--- src/rtl/rsk_pkg.sv ---
// shared types and constants for the record sort engine
package rsk_pkg;

   localparam int MAX_RECORDS = 64;

   localparam int KEY_W = 32;
   localparam int TAG_W = 16;

   typedef struct packed {
      logic [KEY_W-1:0] price_key;
      logic [TAG_W-1:0] record_tag;
      logic             last_item;
   } req_type;

   typedef struct packed {
      logic [KEY_W-1:0] sorted_key;
      logic [TAG_W-1:0] sorted_tag;
      logic             last_out;
      logic             dropped;
   } rsp_type;

   // contents of one cell of the chain
   typedef struct packed {
      logic             valid;
      logic [KEY_W-1:0] key;
      logic [TAG_W-1:0] tag;
   } entry_type;

   // control broadcast to every cell
   typedef struct packed {
      logic             insert;
      logic             shift;
      logic [KEY_W-1:0] key;
      logic [TAG_W-1:0] tag;
   } cell_ctl_type;

endpackage

--- src/rtl/rsk_cell.sv ---
// one sorting cell: holds a record, compares it with the broadcast key
module rsk_cell import rsk_pkg::*; (
   input  logic         clock,
   input  logic         reset,
   input  cell_ctl_type ctl,
   input  entry_type    prev_entry,
   input  logic         prev_stays,
   input  entry_type    next_entry,
   output entry_type    entry,
   output logic         stays
);

   logic             valid_ff, valid_in;
   logic [KEY_W-1:0] key_ff, key_in;
   logic [TAG_W-1:0] tag_ff, tag_in;

   // equal keys stay in place so a newer record lands behind them
   assign stays = valid_ff && (key_ff <= ctl.key);

   always_comb begin
      valid_in = valid_ff;
      key_in   = key_ff;
      tag_in   = tag_ff;
      if (ctl.shift) begin
         valid_in = next_entry.valid;
         key_in   = next_entry.key;
         tag_in   = next_entry.tag;
      end else if (ctl.insert && !stays) begin
         if (prev_stays) begin
            valid_in = 1'b1;
            key_in   = ctl.key;
            tag_in   = ctl.tag;
         end else begin
            valid_in = prev_entry.valid;
            key_in   = prev_entry.key;
            tag_in   = prev_entry.tag;
         end
      end
   end

   always_ff @(posedge clock) begin
      if (reset) begin
         valid_ff <= 1'b0;
      end else begin
         valid_ff <= valid_in;
      end
      key_ff <= key_in;
      tag_ff <= tag_in;
   end

   assign entry = '{valid: valid_ff, key: key_ff, tag: tag_ff};

endmodule
--- config.mk ---
export PLATFORM = sky130hd
export DESIGN_NAME = rsk_cell
export DESIGN_NICKNAME = d
export VERILOG_FILES = /design/src/rtl/rsk_pkg.sv /design/src/rtl/rsk_cell.sv
export SDC_FILE = /design/constraint.sdc
export NUM_CORES = 1
export LEC_CHECK = 0
export BUFFER_PORTS_ARGS = -buffer_cell sky130_fd_sc_hd__buf_2
export CORE_UTILIZATION = 47
export CTS_BUF_LIST = sky130_fd_sc_hd__clkbuf_4 sky130_fd_sc_hd__clkbuf_8 sky130_fd_sc_hd__clkbuf_16
export DETAILED_ROUTE_END_ITERATION = 6
export GPL_TIMING_DRIVEN = 0
export PLACE_DENSITY = 0.85
export SYNTH_ARGS = -nofsm -noshare
export SYNTH_HDL_FRONTEND = slang
export SYNTH_SLANG_ARGS = --single-unit
--- constraint.sdc ---
create_clock -name clock -period 11.4 [get_ports clock]
set_input_delay 1.14 -clock clock [delete_from_list [all_inputs] [get_ports clock]]
set_output_delay 1.14 -clock clock [all_outputs]
set_load 0.05 [all_outputs]
==> impl_metrics.py, run 1 <==
metrics = {
    "place": {
        "hpwl_um": 7280,
        "io_buffers": 198,
        "place_congestion": 0.819,
        "dp_cells": 631,
    },
    "timing": {
        "setup_tns_ps": 0,
        "period_share": 0.386,
        "tightestPinTransition_ps": 537,
        "finalSetupViolCount": 0,
        "fin_crit_ps": 4400,
        "slew_headroom": 0.642,
        "hold_viol_final": 0,
        "slew_violations": 0,
        "max_freq_mhz": 227,
        "skew_ps": 7.68,
        "rsz0062_at_grt": "false",
        "hold-worst-slack_ps": 626,
    },
    "critical_path": {
        "cp-start-kind": "input port",
        "required_ps": 10260,
        "worst_setup_path_end_kind": "primary output",
        "path_cells": "buf_2 -> inv_1 -> ha_1 -> nand4_1 -> nor4_1 -> and2b_2 -> a22oi_2 -> and2_1 -> buf_2",
        "cp_top_family": "simple AND/OR/NAND/NOR gates",
        "slowest_stage": "nor4_1",
        "reg2reg_slack_ps": 8440,
        "worstPathMaxFanout": 4,
        "cp_num_buf_inv": 3,
        "critPathMaxStageDelay_ps": 460,
        "cpMostUsedCell": "buf_2",
        "worst_ep_arrival_time_ps": 3260,
        "path_class": "in -> out",
    },
    "die": {
        "rows": 30,
        "initial_core_util": 0.487,
        "die_area_um2": 7420,
        "die_y_um": 86.1,
        "ios": 201,
        "fp.coreArea_um2": 6830,
        "die_x_um": 86.1,
    },
    "final_layout": {
        "diodes": 0,
        "seq_area_um2": 1460,
        "multi_input_area_um2": 1680,
        "fillers": 576,
        "area_delta_synth_final_pct": 39.6,
        "drive_above_1_share": 0.405,
        "fin_cells": 639,
        "nets": 725,
    },
    "clock_tree": {
        "hold_buffers": 0,
        "clock-root-buffer": "clkbuf_8",
        "cts_inserted_buffers": 5,
        "clk_latency_ps": 310,
        "cts_resized": 0,
        "h-tree-depth": 2,
        "cts.sinks": 49,
        "cts_tree": "yes",
        "clock_path_buffers": 2,
        "clkTransAtPathRegs_ps": 100,
        "cts_setup_buffers": 0,
    },
    "synth": {
        "yosysUniqueCellTypes": 31,
        "synth_edf_count": 48,
        "synth.avg_cell_area_um2": 9.93,
        "yosysSeqAreaShare": 0.439,
        "synth-seq-cells": 49,
        "synthFlopType": "edfxtp_1",
        "yosysTopAreaCell": "edfxtp_1",
        "netlist_area_um2": 3330,
        "synth.area.top_cells": "edfxtp_1, mux2i_1, ha_1",
        "yosysMostFrequentCell": "nand2_1",
        "netlist_instances": 335,
        "synthTopCellsByCount": "nand2_1, edfxtp_1, mux2i_1",
        "synth.top_cell.area_share": 0.433,
        "async_flop_share": 0,
        "syn_nets": 518,
        "yosysWarnings": 0,
    },
    "grt": {
        "grt_max_degree": 22,
        "grt_antenna_before_repair": 0,
        "grt_use_total": 0.243,
        "use_met1": 0.283,
        "grt_overflow_total": 0,
        "met3_usage": 0.0472,
        "met2_usage": 0.442,
        "busiest_layer": "met2",
        "grt_pass1_vias": 3169,
        "grt_pass1_wl_um": 13900,
    },
    "routing": {
        "drc_errors": 0,
        "firstDrtPassIters": 4,
        "wire_per_inst_um": 14.1,
        "ant_nets": 0,
        "viasPerCell": 5.10,
        "vias": 3260,
        "finalWirelength_um": 8990,
        "dr.first_iter.drc_count": 148,
    },
    "run_status": {
        "status": "completed",
    },
    "power_and_ir_drop": {
        "powerDensity_nw_per_um2": 127,
        "ir_drop_v": 0.0000733,
        "power.leakage_uw": 0.00243,
    },
    "worst_hold_path": {
        "worstHoldPathType": "reg -> reg",
    },
    "job": {
        "cap_viol_max_count": 0,
    },
}
-- area by class of cell --
cell class / count / area share
Sequential cell: 49 / 0.315
Timing Repair Buffer: 200 / 0.225
Tap cell: 96 / 0.0259
Multi-Input combinational cell: 234 / 0.361
Inverter: 34 / 0.0275
Clock inverter: 3 / 0.0148
Buffer: 18 / 0.0167
Clock buffer: 5 / 0.0148
-- tightest hold or removal path, cell delays in order (launching register included) --
cell and delay (ps):
dfxtp_1 370, nand2_1 80, a21oi_1 50, o31a_1 90
-- cell usage in the layout, fill, tap and decap left out --
| master | count |
|---|---|
| a2111oi_1 | 1 |
| buf_16 | 2 |
| inv_1 | 34 |
| nand3_1 | 3 |
| o21ai_0 | 33 |
| ha_1 | 32 |
| nor2b_4 | 1 |
| a211o_1 | 1 |
| o211ai_2 | 1 |
| buf_4 | 1 |
| or4_4 | 1 |
| nor3_1 | 1 |
| edfxtp_1 | 48 |
| nor2_1 | 2 |
| o31a_1 | 1 |
| a21o_1 | 3 |
| o21ai_1 | 19 |
| inv_6 | 1 |
| buf_2 | 203 |
| clkbuf_8 | 5 |
| dfxtp_1 | 1 |
| o21a_1 | 1 |
| nand4_1 | 8 |
| mux2i_1 | 48 |
| a31oi_4 | 1 |
| clkbuf_1 | 12 |
| bufinv_16 | 2 |
| nand2_1 | 55 |
| and2_1 | 1 |
| nor4_1 | 2 |
| and2b_2 | 1 |
| a22oi_2 | 1 |
| a21oi_1 | 14 |
| o221ai_1 | 1 |
| a211oi_1 | 2 |
-- through the flow --
| stage | setup slack [ps] | cell area [um2] | power [uW] | util |
|---|---|---|---|---|
| global route | 6890 | 4650 | 616 | 0.680 |
| CTS | 6970 | 4650 | 593 | 0.680 |
| global placement | 4730 | 4440 | 431 | 0.650 |
| finish | 7000 | 4650 | 588 | 0.680 |
| floorplan | 6210 | 3330 | 372 | - |
| detailed placement | 6970 | 4510 | 441 | 0.660 |
-- where the power goes --
group	internal, uW	switching (uW)
Sequential	223	8.89
Combinational	68.4	136
Clock	88.4	63.8
-- worst paths after layout --
path,from,endpoint,cells after the start
worst max-delay path,ctl[31],stays,9
worst max register to register,key_ff[15],key_ff[29],8
worst min-delay path,valid_ff,valid_ff,3
worst min register to register,valid_ff,valid_ff,3
-- cell families after synthesis --
family                     count (synthesis)  share of synthesized area
adders and majority gates                 32                      0.120
AOI/OAI and AO/OA                         79                      0.133
muxes                                     48                      0.144
DFF                                       49                      0.439
and+or+nand+nor                           75                      0.101
buffers and inverters                     52                     0.0617
-- flip-flops by register name, indices dropped and copies added (netlist names) --
signal    count
key_ff       32
tag_ff       16
valid_ff      1
-- metal layers --
layer  wire (um)  vias up
met1        3600     1474
met3         616       16
met5           0        -
met4         192        0
li1            -     1618
met2        4580      152
Power figures use the tool's default switching activity.
==> run 2, diff against run 1 <==
- ABC_AREA: not set -> 1
- CORE_UTILIZATION: 47 -> 40
- PLACE_DENSITY: 0.85 -> 0.77
- clock period: 11.4 -> 4 ns (I/O delays scaled with it)
==> run 2 against run 1 <==
- register-to-register slack worse by 7200 ps
- highest routed layer unchanged
- critical endpoint is now key_ff[12]
- cell count increased by 14%
- clock skew barely moved
- core utilization shrank 10 points
- setup slack worse by 5700 ps
==> impl_metrics.py, run 2 <==
metrics = {
    "run_status": {
        "status": "completed",
    },
    "grt": {
        "grt_overflow_total": 0,
        "grt_pass1_wl_um": 15200,
        "grt_antenna_before_repair": 0,
        "grt_use_total": 0.226,
        "grt_max_degree": 50,
        "grt_pass1_vias": 3395,
    },
    "timing": {
        "finalSetupViolCount": 0,
        "slew_violations": 0,
        "max_freq_mhz": 365,
        "skew_ps": 7.81,
        "fin_crit_ps": 2740,
        "hold-worst-slack_ps": 359,
        "setup_tns_ps": 0,
        "period_share": 0.685,
        "hold_viol_final": 0,
        "tightestPinTransition_ps": 1180,
        "slew_headroom": 0.213,
        "rsz0062_at_grt": "false",
    },
    "critical_path": {
        "reg2reg_from": "key_ff[7]",
        "rr_endpoint": "key_ff[12]",
        "cp-start-kind": "flip-flop",
        "worst_ep_arrival_time_ps": 2660,
        "required_ps": 3920,
        "worst_setup_path_end_kind": "flip-flop",
        "reg2reg_slack_ps": 1260,
        "reg2reg_depth": 13,
        "path_class": "reg -> reg",
        "worstPathMaxFanout": 49,
    },
    "synth": {
        "async_flop_share": 0,
        "synth_edf_count": 48,
        "synth_fa_ha_area_frac": 0.120,
        "synth_compound_area_frac": 0.181,
        "synth_mux_area_frac": 0,
        "yosysSeqAreaShare": 0.437,
        "synth.area.top_cells": "edfxtp_1, a21oi_1, ha_1",
        "yosysWarnings": 0,
        "syn_nets": 602,
        "netlist_instances": 419,
        "synthXorXnorAreaFrac": 0,
        "yosysMostFrequentCell": "a21oi_1",
        "yosysTopAreaCell": "edfxtp_1",
        "synth.avg_cell_area_um2": 7.98,
        "synth-seq-cells": 49,
        "yosysUniqueCellTypes": 25,
        "synthFlopType": "edfxtp_1",
        "synth.top_cell.area_share": 0.431,
        "synth_top_family_by_area": "compound AO/OA/AOI/OAI gates",
        "synthTopCellsByCount": "a21oi_1, nand2_1, nor2_1",
        "netlist_area_um2": 3350,
        "yosys.area_share.simple": 0.181,
    },
    "worst_hold_path": {
        "holdPathEnd": "valid_ff",
        "min_path_cells": 4,
        "min_from": "reset",
        "worstHoldPathType": "in -> reg",
    },
    "die": {
        "fp.coreArea_um2": 7890,
        "die_y_um": 93.5,
        "die_x_um": 93.5,
        "rows": 32,
        "initial_core_util": 0.424,
        "ios": 201,
        "die_area_um2": 8730,
    },
    "final_layout": {
        "max_flop_register": "key_ff",
        "fin_cells": 728,
        "nets": 808,
        "top_regs": "key_ff: 32 flops, tag_ff: 16 flops, valid_ff: 1 flops",
        "area_delta_synth_final_pct": 36.2,
        "largest_reg_flops": 32,
        "fillers": 778,
        "drive_above_1_share": 0.363,
        "postLayoutCoreUtil": 0.578,
        "layout_commonest_cell": "buf_2",
        "layout_common_cells": "buf_2, a21oi_1, nand2_1, nor2_1, edfxtp_1",
        "diodes": 0,
    },
    "routing": {
        "wire_per_inst_um": 13.7,
        "firstDrtPassIters": 4,
        "finalWirelength_um": 10000,
        "viasPerCell": 4.84,
        "vias": 3521,
        "ant_nets": 0,
        "drc_errors": 0,
        "dr.first_iter.drc_count": 129,
    },
    "clock_tree": {
        "clock_path_buffers": 2,
        "cts.sinks": 49,
        "clock-root-buffer": "clkbuf_8",
        "cts_resized": 0,
        "h-tree-depth": 2,
        "hold_buffers": 0,
        "cts_tree": "yes",
        "clkTransAtPathRegs_ps": 90,
        "cts_inserted_buffers": 5,
        "cts_setup_buffers": 0,
        "clk_latency_ps": 300,
    },
    "place": {
        "place_congestion": 0.806,
        "hpwl_um": 7910,
        "dp_cells": 720,
        "io_buffers": 199,
    },
    "power_and_ir_drop": {
        "ir_drop_v": 0.000190,
        "powerDensity_nw_per_um2": 330,
        "power.leakage_uw": 0.00236,
    },
    "job": {
        "cap_viol_max_count": 0,
    },
}
[run 2: changes by cell type after synthesis, sizes merged, moves of 5 or more]
cell / delta
nor2: +58
buf: +5
inv: +8
a21oi: +95
o21ai: -50
nand4: -6
mux2i: -48
nand2: +36
[run 2: worst max path at each step]
stage               startpoint         end  slack (ps)  depth (start not counted)
floorplan           key_ff[15]   key_ff[0]        1380                         13
global placement       ctl[37]   tag_ff[9]        1150                         13
detailed placement     ctl[39]   tag_ff[9]        1110                         13
CTS                  key_ff[7]   tag_ff[9]        1220                         13
global route         key_ff[7]  tag_ff[14]        1010                         13
finish               key_ff[7]  key_ff[12]        1260                         13
[run 2: stage by stage]
stage	instance area (um2)	total power [uW]	setup slack (ps)
floorplan	3350	1040	1380
global placement	4470	1200	1150
detailed placement	4470	1220	1110
CTS	4560	1520	1220
global route	4560	1580	1010
finish	4560	1500	1260
[run 2: routing by layer]
metal / part of all wire / GRT usage / vias to the layer above
met5: 0 / 0 / -
met4: 0.018 / 0.0679 / 0
met3: 0.061 / 0.0431 / 12
met2: 0.50 / 0.421 / 136
met1: 0.42 / 0.260 / 1562
li1: - / - / 1811
[run 2: layout make-up]
| type | instances | area [um2] | share of cell area |
|---|---|---|---|
| plain buffers | 22 | 101 | 0.0222 |
| inverters | 45 | 169 | 0.0371 |
| multi-input cells | 303 | 1610 | 0.354 |
| repair buffers | 199 | 996 | 0.219 |
| clock inverters | 2 | 10.0 | 0.00220 |
| clock buffers | 6 | 76.3 | 0.0168 |
| well taps | 102 | 128 | 0.0280 |
| flip-flops and latches | 49 | 1460 | 0.321 |
[run 2: cells by family (layout without fill, tap and decap cells)]
group / Yosys count / in the layout
DFF: 49 / 49
AOI/OAI and AO/OA: 116 / 116
and+or+nand+nor: 155 / 155
buffers and inverters: 67 / 274
adders and majority gates: 32 / 32
[run 2: power by group]
| group | switching [uW] | leakage [uW] | internal (uW) |
|---|---|---|---|
| registers | 22.5 | 0.000488 | 630 |
| logic | 380 | 0.00182 | 175 |
| clock network | 169 | 0.0000484 | 129 |
| total | 571 | 0.00236 | 934 |
[run 2: worst max-delay path, cell delays in order, from the launching register on]
cell and delay (ps):
edfxtp_1 410, ha_1 310, nand2_1 70, nor2_1 150, nand2_1 70, nand2_1 90
nand2_1 50, nand2_1 60, nand2_1 40, nand2_1 50, nand2_1 60, nand2_2 70
nand2_2 50, nand2_2 840
